===== src/sv/sql_row_returning_classifier_core_macros.svh =====
// Assertion macros shared by the row-returning classifier RTL
`ifndef SQL_ROW_RETURNING_CLASSIFIER_CORE_MACROS_SVH
`define SQL_ROW_RETURNING_CLASSIFIER_CORE_MACROS_SVH

// check cons in the same cycle as ante
`define SQLRC_ASSERT_SAME(label, ante, cons, msg) \
    label: assert property (@(posedge clk) disable iff (!rst_n) (ante) |-> (cons)) \
        else $error(msg);

// check cons in the cycle after ante
`define SQLRC_ASSERT_NEXT(label, ante, cons, msg) \
    label: assert property (@(posedge clk) disable iff (!rst_n) (ante) |=> (cons)) \
        else $error(msg);

`endif


===== src/sv/sqlrc_pkg.sv =====
// Package: types, codes, character classes and keyword constants of the classifier
package sqlrc_pkg;

    typedef struct packed {
        logic [7:0] sql_byte;
        logic       last;
    } sqlrc_in_t;

    typedef struct packed {
        logic       returns_rows;
        logic [2:0] lead_keyword;
        logic       returning_seen;
    } sqlrc_out_t;

    localparam logic [1:0] MODE_NORMAL = 2'd0;
    localparam logic [1:0] MODE_QUOTE  = 2'd1;
    localparam logic [1:0] MODE_LINE   = 2'd2;
    localparam logic [1:0] MODE_BLOCK  = 2'd3;

    localparam logic [1:0] OPEN_NONE  = 2'd0;
    localparam logic [1:0] OPEN_DASH  = 2'd1;
    localparam logic [1:0] OPEN_SLASH = 2'd2;

    localparam logic [1:0] LEAD_SKIP    = 2'd0;
    localparam logic [1:0] LEAD_COLLECT = 2'd1;
    localparam logic [1:0] LEAD_DONE    = 2'd2;

    localparam logic [2:0] KW_NONE    = 3'd0;
    localparam logic [2:0] KW_SELECT  = 3'd1;
    localparam logic [2:0] KW_WITH    = 3'd2;
    localparam logic [2:0] KW_PRAGMA  = 3'd3;
    localparam logic [2:0] KW_EXPLAIN = 3'd4;

    localparam int LEAD_MAX = 7;
    localparam logic [3:0] WORD_LEN = 4'd9;

    localparam logic [7:0] CH_SQUOTE = 8'h27;
    localparam logic [7:0] CH_DQUOTE = 8'h22;
    localparam logic [7:0] CH_DASH   = 8'h2d;
    localparam logic [7:0] CH_SLASH  = 8'h2f;
    localparam logic [7:0] CH_STAR   = 8'h2a;
    localparam logic [7:0] CH_LF     = 8'h0a;

    // lower-case keyword text, first letter in the low byte
    localparam logic [8*LEAD_MAX-1:0] TEXT_SELECT  = 56'h007463656c6573;
    localparam logic [8*LEAD_MAX-1:0] TEXT_WITH    = 56'h00000068746977;
    localparam logic [8*LEAD_MAX-1:0] TEXT_PRAGMA  = 56'h00616d67617270;
    localparam logic [8*LEAD_MAX-1:0] TEXT_EXPLAIN = 56'h6e69616c707865;
    localparam logic [2:0] LEN_SELECT  = 3'd6;
    localparam logic [2:0] LEN_WITH    = 3'd4;
    localparam logic [2:0] LEN_PRAGMA  = 3'd6;
    localparam logic [2:0] LEN_EXPLAIN = 3'd7;

    function automatic logic is_alpha(input logic [7:0] b);
        return (b >= 8'h61 && b <= 8'h7a) || (b >= 8'h41 && b <= 8'h5a);
    endfunction

    function automatic logic is_word(input logic [7:0] b);
        return is_alpha(b) || (b >= 8'h30 && b <= 8'h39) || b == 8'h5f;
    endfunction

    function automatic logic is_space(input logic [7:0] b);
        return b == 8'h20 || (b >= 8'h09 && b <= 8'h0d);
    endfunction

    function automatic logic [7:0] fold(input logic [7:0] b);
        return (b >= 8'h41 && b <= 8'h5a) ? b + 8'h20 : b;
    endfunction

    // letters of "returning" by position
    function automatic logic [7:0] returning_char(input logic [3:0] idx);
        logic [7:0] c;
        case (idx)
            4'd0:    c = 8'h72;
            4'd1:    c = 8'h65;
            4'd2:    c = 8'h74;
            4'd3:    c = 8'h75;
            4'd4:    c = 8'h72;
            4'd5:    c = 8'h6e;
            4'd6:    c = 8'h69;
            4'd7:    c = 8'h6e;
            4'd8:    c = 8'h67;
            default: c = 8'h00;
        endcase
        return c;
    endfunction

endpackage


===== src/sv/sqlrc_scan.sv =====
// Byte scanner: running lexical state and the result for the final byte
module sqlrc_scan
    import sqlrc_pkg::*;
(
    input  logic       clk,
    input  logic       rst_n,
    input  logic       take,
    input  sqlrc_in_t  byte_in,
    output sqlrc_out_t result
);

    logic [1:0]              scan_mode_reg, scan_mode_next;
    logic                    quote_kind_reg, quote_kind_next;
    logic                    close_pending_reg, close_pending_next;
    logic [1:0]              opener_reg, opener_next;
    logic                    star_seen_reg, star_seen_next;
    logic                    after_word_reg, after_word_next;
    logic [3:0]              match_count_reg, match_count_next;
    logic                    found_reg, found_next;
    logic [1:0]              lead_phase_reg, lead_phase_next;
    logic [8*LEAD_MAX-1:0]   lead_text_reg, lead_text_next;
    logic [2:0]              lead_length_reg, lead_length_next;

    logic [7:0] b;
    logic [7:0] fb;
    logic [7:0] q;
    logic       do_plain;
    logic       found_final;
    logic [2:0] kw;

    assign b  = byte_in.sql_byte;
    assign fb = fold(b);
    assign q  = quote_kind_reg ? CH_DQUOTE : CH_SQUOTE;

    always_comb
    begin
        scan_mode_next     = scan_mode_reg;
        quote_kind_next    = quote_kind_reg;
        close_pending_next = close_pending_reg;
        opener_next        = opener_reg;
        star_seen_next     = star_seen_reg;
        match_count_next   = match_count_reg;
        found_next         = found_reg;
        lead_phase_next    = lead_phase_reg;
        lead_text_next     = lead_text_reg;
        lead_length_next   = lead_length_reg;
        do_plain           = 1'b0;

        // settle a full word match on the byte after it
        if (match_count_reg >= WORD_LEN)
        begin
            if (!is_word(b))
                found_next = 1'b1;
            match_count_next = 4'd0;
        end

        unique case (scan_mode_reg)
            MODE_QUOTE:
            begin
                if (close_pending_reg)
                begin
                    close_pending_next = 1'b0;
                    if (b != q)
                    begin
                        scan_mode_next = MODE_NORMAL;
                        do_plain       = 1'b1;
                    end
                end
                else if (b == q)
                begin
                    close_pending_next = 1'b1;
                end
            end
            MODE_LINE:
            begin
                if (b == CH_LF)
                begin
                    scan_mode_next = MODE_NORMAL;
                    do_plain       = 1'b1;
                end
            end
            MODE_BLOCK:
            begin
                if (star_seen_reg && b == CH_SLASH)
                begin
                    scan_mode_next = MODE_NORMAL;
                    star_seen_next = 1'b0;
                end
                else
                begin
                    star_seen_next = (b == CH_STAR);
                end
            end
            MODE_NORMAL:
            begin
                opener_next = OPEN_NONE;
                if (opener_reg == OPEN_DASH && b == CH_DASH)
                begin
                    scan_mode_next = MODE_LINE;
                end
                else if (opener_reg == OPEN_SLASH && b == CH_STAR)
                begin
                    scan_mode_next = MODE_BLOCK;
                    star_seen_next = 1'b0;
                end
                else
                begin
                    do_plain = 1'b1;
                end
            end
        endcase

        if (do_plain)
        begin
            if (b == CH_SQUOTE || b == CH_DQUOTE)
            begin
                scan_mode_next     = MODE_QUOTE;
                quote_kind_next    = (b == CH_DQUOTE);
                close_pending_next = 1'b0;
                match_count_next   = 4'd0;
            end
            else if (b == CH_DASH || b == CH_SLASH)
            begin
                opener_next      = (b == CH_DASH) ? OPEN_DASH : OPEN_SLASH;
                match_count_next = 4'd0;
            end
            else if (!after_word_reg && fb == returning_char(4'd0))
            begin
                match_count_next = 4'd1;
            end
            else if (match_count_next > 4'd0 && match_count_next < WORD_LEN &&
                     fb == returning_char(match_count_next))
            begin
                match_count_next = match_count_next + 4'd1;
            end
            else
            begin
                match_count_next = 4'd0;
            end
        end

        // leading word: skip whitespace, collect up to seven letters
        if (lead_phase_reg == LEAD_SKIP && !is_space(b))
            lead_phase_next = LEAD_COLLECT;
        if (lead_phase_next == LEAD_COLLECT)
        begin
            if (is_alpha(b) && lead_length_reg < 3'(LEAD_MAX))
            begin
                for (int i = 0; i < LEAD_MAX; i++)
                begin
                    if (lead_length_reg == 3'(i))
                        lead_text_next[8*i +: 8] = fb;
                end
                lead_length_next = lead_length_reg + 3'd1;
            end
            else
            begin
                lead_phase_next = LEAD_DONE;
            end
        end
    end

    assign after_word_next = is_word(b);
    assign found_final     = found_next || (match_count_next >= WORD_LEN);

    always_comb
    begin
        if (lead_length_next == LEN_SELECT && lead_text_next == TEXT_SELECT)
            kw = KW_SELECT;
        else if (lead_length_next == LEN_WITH && lead_text_next == TEXT_WITH)
            kw = KW_WITH;
        else if (lead_length_next == LEN_PRAGMA && lead_text_next == TEXT_PRAGMA)
            kw = KW_PRAGMA;
        else if (lead_length_next == LEN_EXPLAIN && lead_text_next == TEXT_EXPLAIN)
            kw = KW_EXPLAIN;
        else
            kw = KW_NONE;
    end

    assign result.returns_rows   = (kw != KW_NONE) || found_final;
    assign result.lead_keyword   = kw;
    assign result.returning_seen = found_final;

    always_ff @(posedge clk or negedge rst_n)
    begin
        if (!rst_n)
        begin
            scan_mode_reg     <= MODE_NORMAL;
            quote_kind_reg    <= 1'b0;
            close_pending_reg <= 1'b0;
            opener_reg        <= OPEN_NONE;
            star_seen_reg     <= 1'b0;
            after_word_reg    <= 1'b0;
            match_count_reg   <= 4'd0;
            found_reg         <= 1'b0;
            lead_phase_reg    <= LEAD_SKIP;
            lead_text_reg     <= '0;
            lead_length_reg   <= 3'd0;
        end
        else if (take)
        begin
            if (byte_in.last)
            begin
                // restart for the next statement
                scan_mode_reg     <= MODE_NORMAL;
                quote_kind_reg    <= 1'b0;
                close_pending_reg <= 1'b0;
                opener_reg        <= OPEN_NONE;
                star_seen_reg     <= 1'b0;
                after_word_reg    <= 1'b0;
                match_count_reg   <= 4'd0;
                found_reg         <= 1'b0;
                lead_phase_reg    <= LEAD_SKIP;
                lead_text_reg     <= '0;
                lead_length_reg   <= 3'd0;
            end
            else
            begin
                scan_mode_reg     <= scan_mode_next;
                quote_kind_reg    <= quote_kind_next;
                close_pending_reg <= close_pending_next;
                opener_reg        <= opener_next;
                star_seen_reg     <= star_seen_next;
                after_word_reg    <= after_word_next;
                match_count_reg   <= match_count_next;
                found_reg         <= found_next;
                lead_phase_reg    <= lead_phase_next;
                lead_text_reg     <= lead_text_next;
                lead_length_reg   <= lead_length_next;
            end
        end
    end

endmodule


===== src/sv/sql_row_returning_classifier_core.sv =====
// Top level: row-returning classifier, one byte per cycle while byte_ready is high, registered result with skid stage
// The result for the last byte is registered in the output stage, or in the skid stage on a stall.
// Throughput: one byte per cycle while byte_ready is high, set by the scanner state update.
// byte_ready falls only while the skid stage holds a second result behind a stalled output.
// Reset (rst_n low) clears the scanner state and empties the output and skid stages.
`include "sql_row_returning_classifier_core_macros.svh"
module sql_row_returning_classifier_core
    import sqlrc_pkg::*;
(
    input  logic       clk,
    input  logic       rst_n,
    input  logic       byte_valid,
    output logic       byte_ready,
    input  sqlrc_in_t  byte_data,
    output logic       result_valid,
    input  logic       result_ready,
    output sqlrc_out_t result_data
);

    logic       take;
    logic       produce;
    logic       out_free;
    logic       stall_produce;
    logic       rows_ok;
    sqlrc_out_t scan_result;

    logic       out_valid_reg;
    sqlrc_out_t out_data_reg;
    logic       skid_valid_reg;
    sqlrc_out_t skid_data_reg;

    assign byte_ready = !skid_valid_reg;
    assign take       = byte_valid && byte_ready;
    assign produce    = take && byte_data.last;
    assign out_free   = !out_valid_reg || result_ready;

    sqlrc_scan u_scan (
        .clk     (clk),
        .rst_n   (rst_n),
        .take    (take),
        .byte_in (byte_data),
        .result  (scan_result)
    );

    always_ff @(posedge clk or negedge rst_n)
    begin
        if (!rst_n)
        begin
            out_valid_reg  <= 1'b0;
            skid_valid_reg <= 1'b0;
        end
        else if (out_free)
        begin
            out_valid_reg  <= skid_valid_reg || produce;
            skid_valid_reg <= 1'b0;
        end
        else if (produce)
        begin
            skid_valid_reg <= 1'b1;
        end
    end

    always_ff @(posedge clk)
    begin
        if (out_free)
        begin
            if (skid_valid_reg)
                out_data_reg <= skid_data_reg;
            else if (produce)
                out_data_reg <= scan_result;
        end
        else if (produce)
        begin
            skid_data_reg <= scan_result;
        end
    end

    assign result_valid = out_valid_reg;
    assign result_data  = out_data_reg;

    assign stall_produce = produce && out_valid_reg && !result_ready;
    assign rows_ok       = result_data.returns_rows ==
                           (result_data.lead_keyword != KW_NONE || result_data.returning_seen);

    `SQLRC_ASSERT_SAME(a_skid_behind_out, skid_valid_reg, out_valid_reg, "skid without output")
    `SQLRC_ASSERT_NEXT(a_stall_to_skid, stall_produce, skid_valid_reg, "result lost on stall")
    `SQLRC_ASSERT_SAME(a_rows_consistent, result_valid, rows_ok, "returns_rows inconsistent")

endmodule

===== config.mk =====
export PLATFORM = sky130hd
export DESIGN_NAME = sql_row_returning_classifier_core
export DESIGN_NICKNAME = d
export VERILOG_FILES = /design/src/sv/sqlrc_pkg.sv /design/src/sv/sqlrc_scan.sv /design/src/sv/sql_row_returning_classifier_core.sv
export VERILOG_INCLUDE_DIRS = /design/src /design/src/sv
export SDC_FILE = /design/constraint.sdc
export NUM_CORES = 1
export LEC_CHECK = 0
export BUFFER_PORTS_ARGS = -buffer_cell sky130_fd_sc_hd__clkbuf_2
export CAP_MARGIN = 20
export CELL_PAD_IN_SITES_DETAIL_PLACEMENT = 1
export CELL_PAD_IN_SITES_GLOBAL_PLACEMENT = 1
export CORE_MARGIN = 2
export CORE_UTILIZATION = 51
export CTS_BUF_LIST = sky130_fd_sc_hd__clkbuf_4
export CTS_CLUSTER_DIAMETER = 150
export CTS_CLUSTER_SIZE = 28
export DETAILED_ROUTE_END_ITERATION = 8
export GPL_TIMING_DRIVEN = 0
export PLACE_DENSITY = 0.81
export SETUP_SLACK_MARGIN = 0.02
export SLEW_MARGIN = 10
export SYNTH_ARGS = -nofsm -noshare
export SYNTH_HDL_FRONTEND = slang
export SYNTH_SLANG_ARGS = --single-unit

===== constraint.sdc =====
create_clock -name clk -period 3.7 [get_ports clk]
set_input_delay 0 -clock clk [delete_from_list [all_inputs] [get_ports clk]]
set_output_delay 0 -clock clk [all_outputs]
set_load 0.05 [all_outputs]

==> flow_summary.json <==
{
  "drt_wl_total_mm": 18.5,
  "dr.pass1.iters": 4,
  "stdcell_area_mm2": 0.00600,
  "critPathMaxFanout": 7,
  "cts_max_path_buffers": 2,
  "ir_drop_uv": 169,
  "fp-row-count": 37,
  "synth.area.top_cells": "dfrtp_1, a22o_1, edfxtp_1",
  "synth_largest_area_cell": "dfrtp_1",
  "ys_ff_latch": 86,
  "start_util": 0.529,
  "n_fill_cell": 1193,
  "power_mw": 1.82,
  "clkLatencyLatePin_ns": 0.46,
  "largest_register_ffs": 56,
  "max_freq_mhz": 282,
  "synth_top_area_frac": 0.347,
  "critPathKind": "reg2reg",
  "ys_warn_count": 0,
  "cts-root-buf": "clkbuf_4",
  "syn_nets": 600,
  "maxCapViolCount": 0,
  "total_leakage_power_nw": 2.45,
  "min_path_type": "in2async",
  "drc": 0,
  "ctsHtreeMaxLevel": 3,
  "powerDensity_mw_per_mm2": 303,
  "cts_buffers": 9,
  "die-area_mm2": 0.0116,
  "hold_viol_final": 0,
  "die_h_um": 108,
  "syn_to_final_growth_pct": 9.40,
  "grt_overflow_total": 0,
  "grt_pass1_vias": 5294,
  "cts.sink_count": 86,
  "clk_pin_slew_worst_paths_ns": 0.15,
  "grt_max_degree": 40,
  "place.detailed.hpwl_mm": 13.8,
  "worstRegToRegCells": 12,
  "diodes": 0,
  "nets": 637,
  "yosysSeqAreaShare": 0.402,
  "async_flop_share": 0.884,
  "synth-main-ff-cell": "dfrtp_1",
  "synth_common_cells": "dfrtp_1, a22o_1, nand2_1",
  "vias": 5156,
  "status": "completed",
  "worstPathArrival_ns": 3.84,
  "setup_viol": 0,
  "drtAntennaViolNets": 0,
  "ioPinCount": 20,
  "grt_pass1_wl_mm": 29.3,
  "rsz0062_at_grt": "no",
  "final_cells": 753,
  "antenna_found_initial": 0,
  "syn_inst": 576,
  "dr.first_iter.drc_count": 440,
  "avgSynthCellArea_um2": 9.52,
  "grtUsageTotal": 0.333,
  "worstPathRequired_ns": 4.00,
  "slew_headroom": 0.291,
  "post_drt_wl_per_cell_um": 24.6,
  "final_core_utilization": 0.579,
  "finalCriticalPeriod_ns": 3.54,
  "portBuffers": 18,
  "placed_cell_area_mm2": 0.00577,
  "yosysMostFrequentCell": "dfrtp_1",
  "synthesis.area_mm2": 0.00548,
  "dp_cells": 731,
  "routabilityCongestion": 0.924,
  "layout-drive-gt1-share": 0.130,
  "tns_ns": 0,
  "avgViaCountPerCell": 6.85,
  "drv_slew": 0,
  "worstSetupEndpointType": "flip-flop",
  "worst_pin_slew_ns": 1.05,
  "cp-start-kind": "flip-flop",
  "cts_tree": "done",
  "finClkSkew_ns": 0.0233,
  "core_area_mm2": 0.0104,
  "fin_crit_sh": 0.957,
  "synth_edf_count": 10,
  "die_x_um": 108,
  "synthDistinctLibCells": 81
}
## per-stage QoR
step,hold WS [ns],worst slack (ns)
after global routing,0.125,0.0193
after detailed placement,0.0532,0.0356
after CTS,0.0930,0.103
after global placement,0.302,0.216
after floorplan,-0.296,0.688
final,0.0811,0.157
## per-layer routing
metal	vias up	GRT usage	wire length (µm)
li1	2291	-	-
met2	199	0.524	8520
met1	2621	0.465	8270
met4	0	0.126	555
met3	45	0.0466	1200
met5	-	0	0
## report_power, final
group / leakage, nW / internal (mW) / switching [mW]
combinational: 1.23 / 0.0752 / 0.195
sequential: 1.14 / 0.974 / 0.0153
clock: 0.0752 / 0.214 / 0.342
total: 2.45 / 1.26 / 0.552
## cells by family after synthesis
logic type,Yosys count,synth area share
xor gates and xnor gates,4,0.00639
and+or+nand+nor,218,0.234
DFF,86,0.402
muxes,27,0.0516
AOI/OAI and AO/OA,179,0.243
buffers and inverters,51,0.0386
adders and majority gates,11,0.0251
## final cells by class
cell class              instances  area (µm²)  share of cell area
plain buffers                  33         145              0.0242
well taps                     136         170              0.0284
inverters                      17        63.8              0.0106
clock inverters                 5        57.6             0.00959
clock buffers                  10        75.1              0.0125
repair buffers                 27         183              0.0304
multi-input cells             439        3100               0.517
flip-flops and latches         86        2200               0.367
## cell usage in the layout (no fill, tap or decap), types with 5 or more instances in the layout
cell type   n
nor4b_1     5
nor3_1     15
and4_1      5
a21oi_1    23
o21ai_0    27
and3_1      9
and2_1      5
or4_1       6
o31ai_1     7
o21a_1      7
nor3b_1     5
ha_1       10
clkbuf_4   11
o21ai_1     7
nand3_1    14
clkbuf_1   26
mux2_2     10
nand4_1    12
nand2_1    43
a22o_1     45
a31oi_1     6
mux2i_1    17
a32o_1      7
edfxtp_1   10
nor4_1     11
inv_1      16
clkbuf_2   18
nor2b_1    15
o211ai_1    5
nor2_1     38
dfrtp_1    75
## timing repair
action                                  in CTS  in global routing
endpoints found under the hold margin       78                  0
pin swaps                                    0                  2
buffers inserted                             0                  4
endpoints found under the setup margin       2                  8
hold buffers                                 4                  0
resized for setup                            2                  8
## path summary, 6_finish.rpt
| kind | start | to | slack (ns) |
|---|---|---|---|
| setup / recovery | u_scan.lead_length_reg[0] | result_data[4] | 0.16 |
| max in group asynchronous | rst_n | u_scan.lead_text_reg[4] | 3.00 |
| setup reg to reg | u_scan.lead_length_reg[0] | result_data[4] | 0.16 |
| min in group clk | byte_data[3] | u_scan.quote_kind_reg | 0.15 |
| hold reg to reg | u_scan.lead_text_reg[2] | u_scan.lead_text_reg[2] | 0.50 |
| hold / removal | rst_n | u_scan.found_reg | 0.08 |
## critical path, stage by stage, from the launching register on
cell	delay, ns
dfrtp_1	0.50
inv_1	0.16
ha_1	0.24
nor4bb_2	0.34
nand2_1	0.18
nor3_4	0.31
buf_4	0.20
mux2i_1	0.13
a2111oi_0	0.49
and3_1	0.25
and4bb_1	0.32
nor3b_2	0.08
a31oi_1	0.17
(Power assumes the default switching activity.)
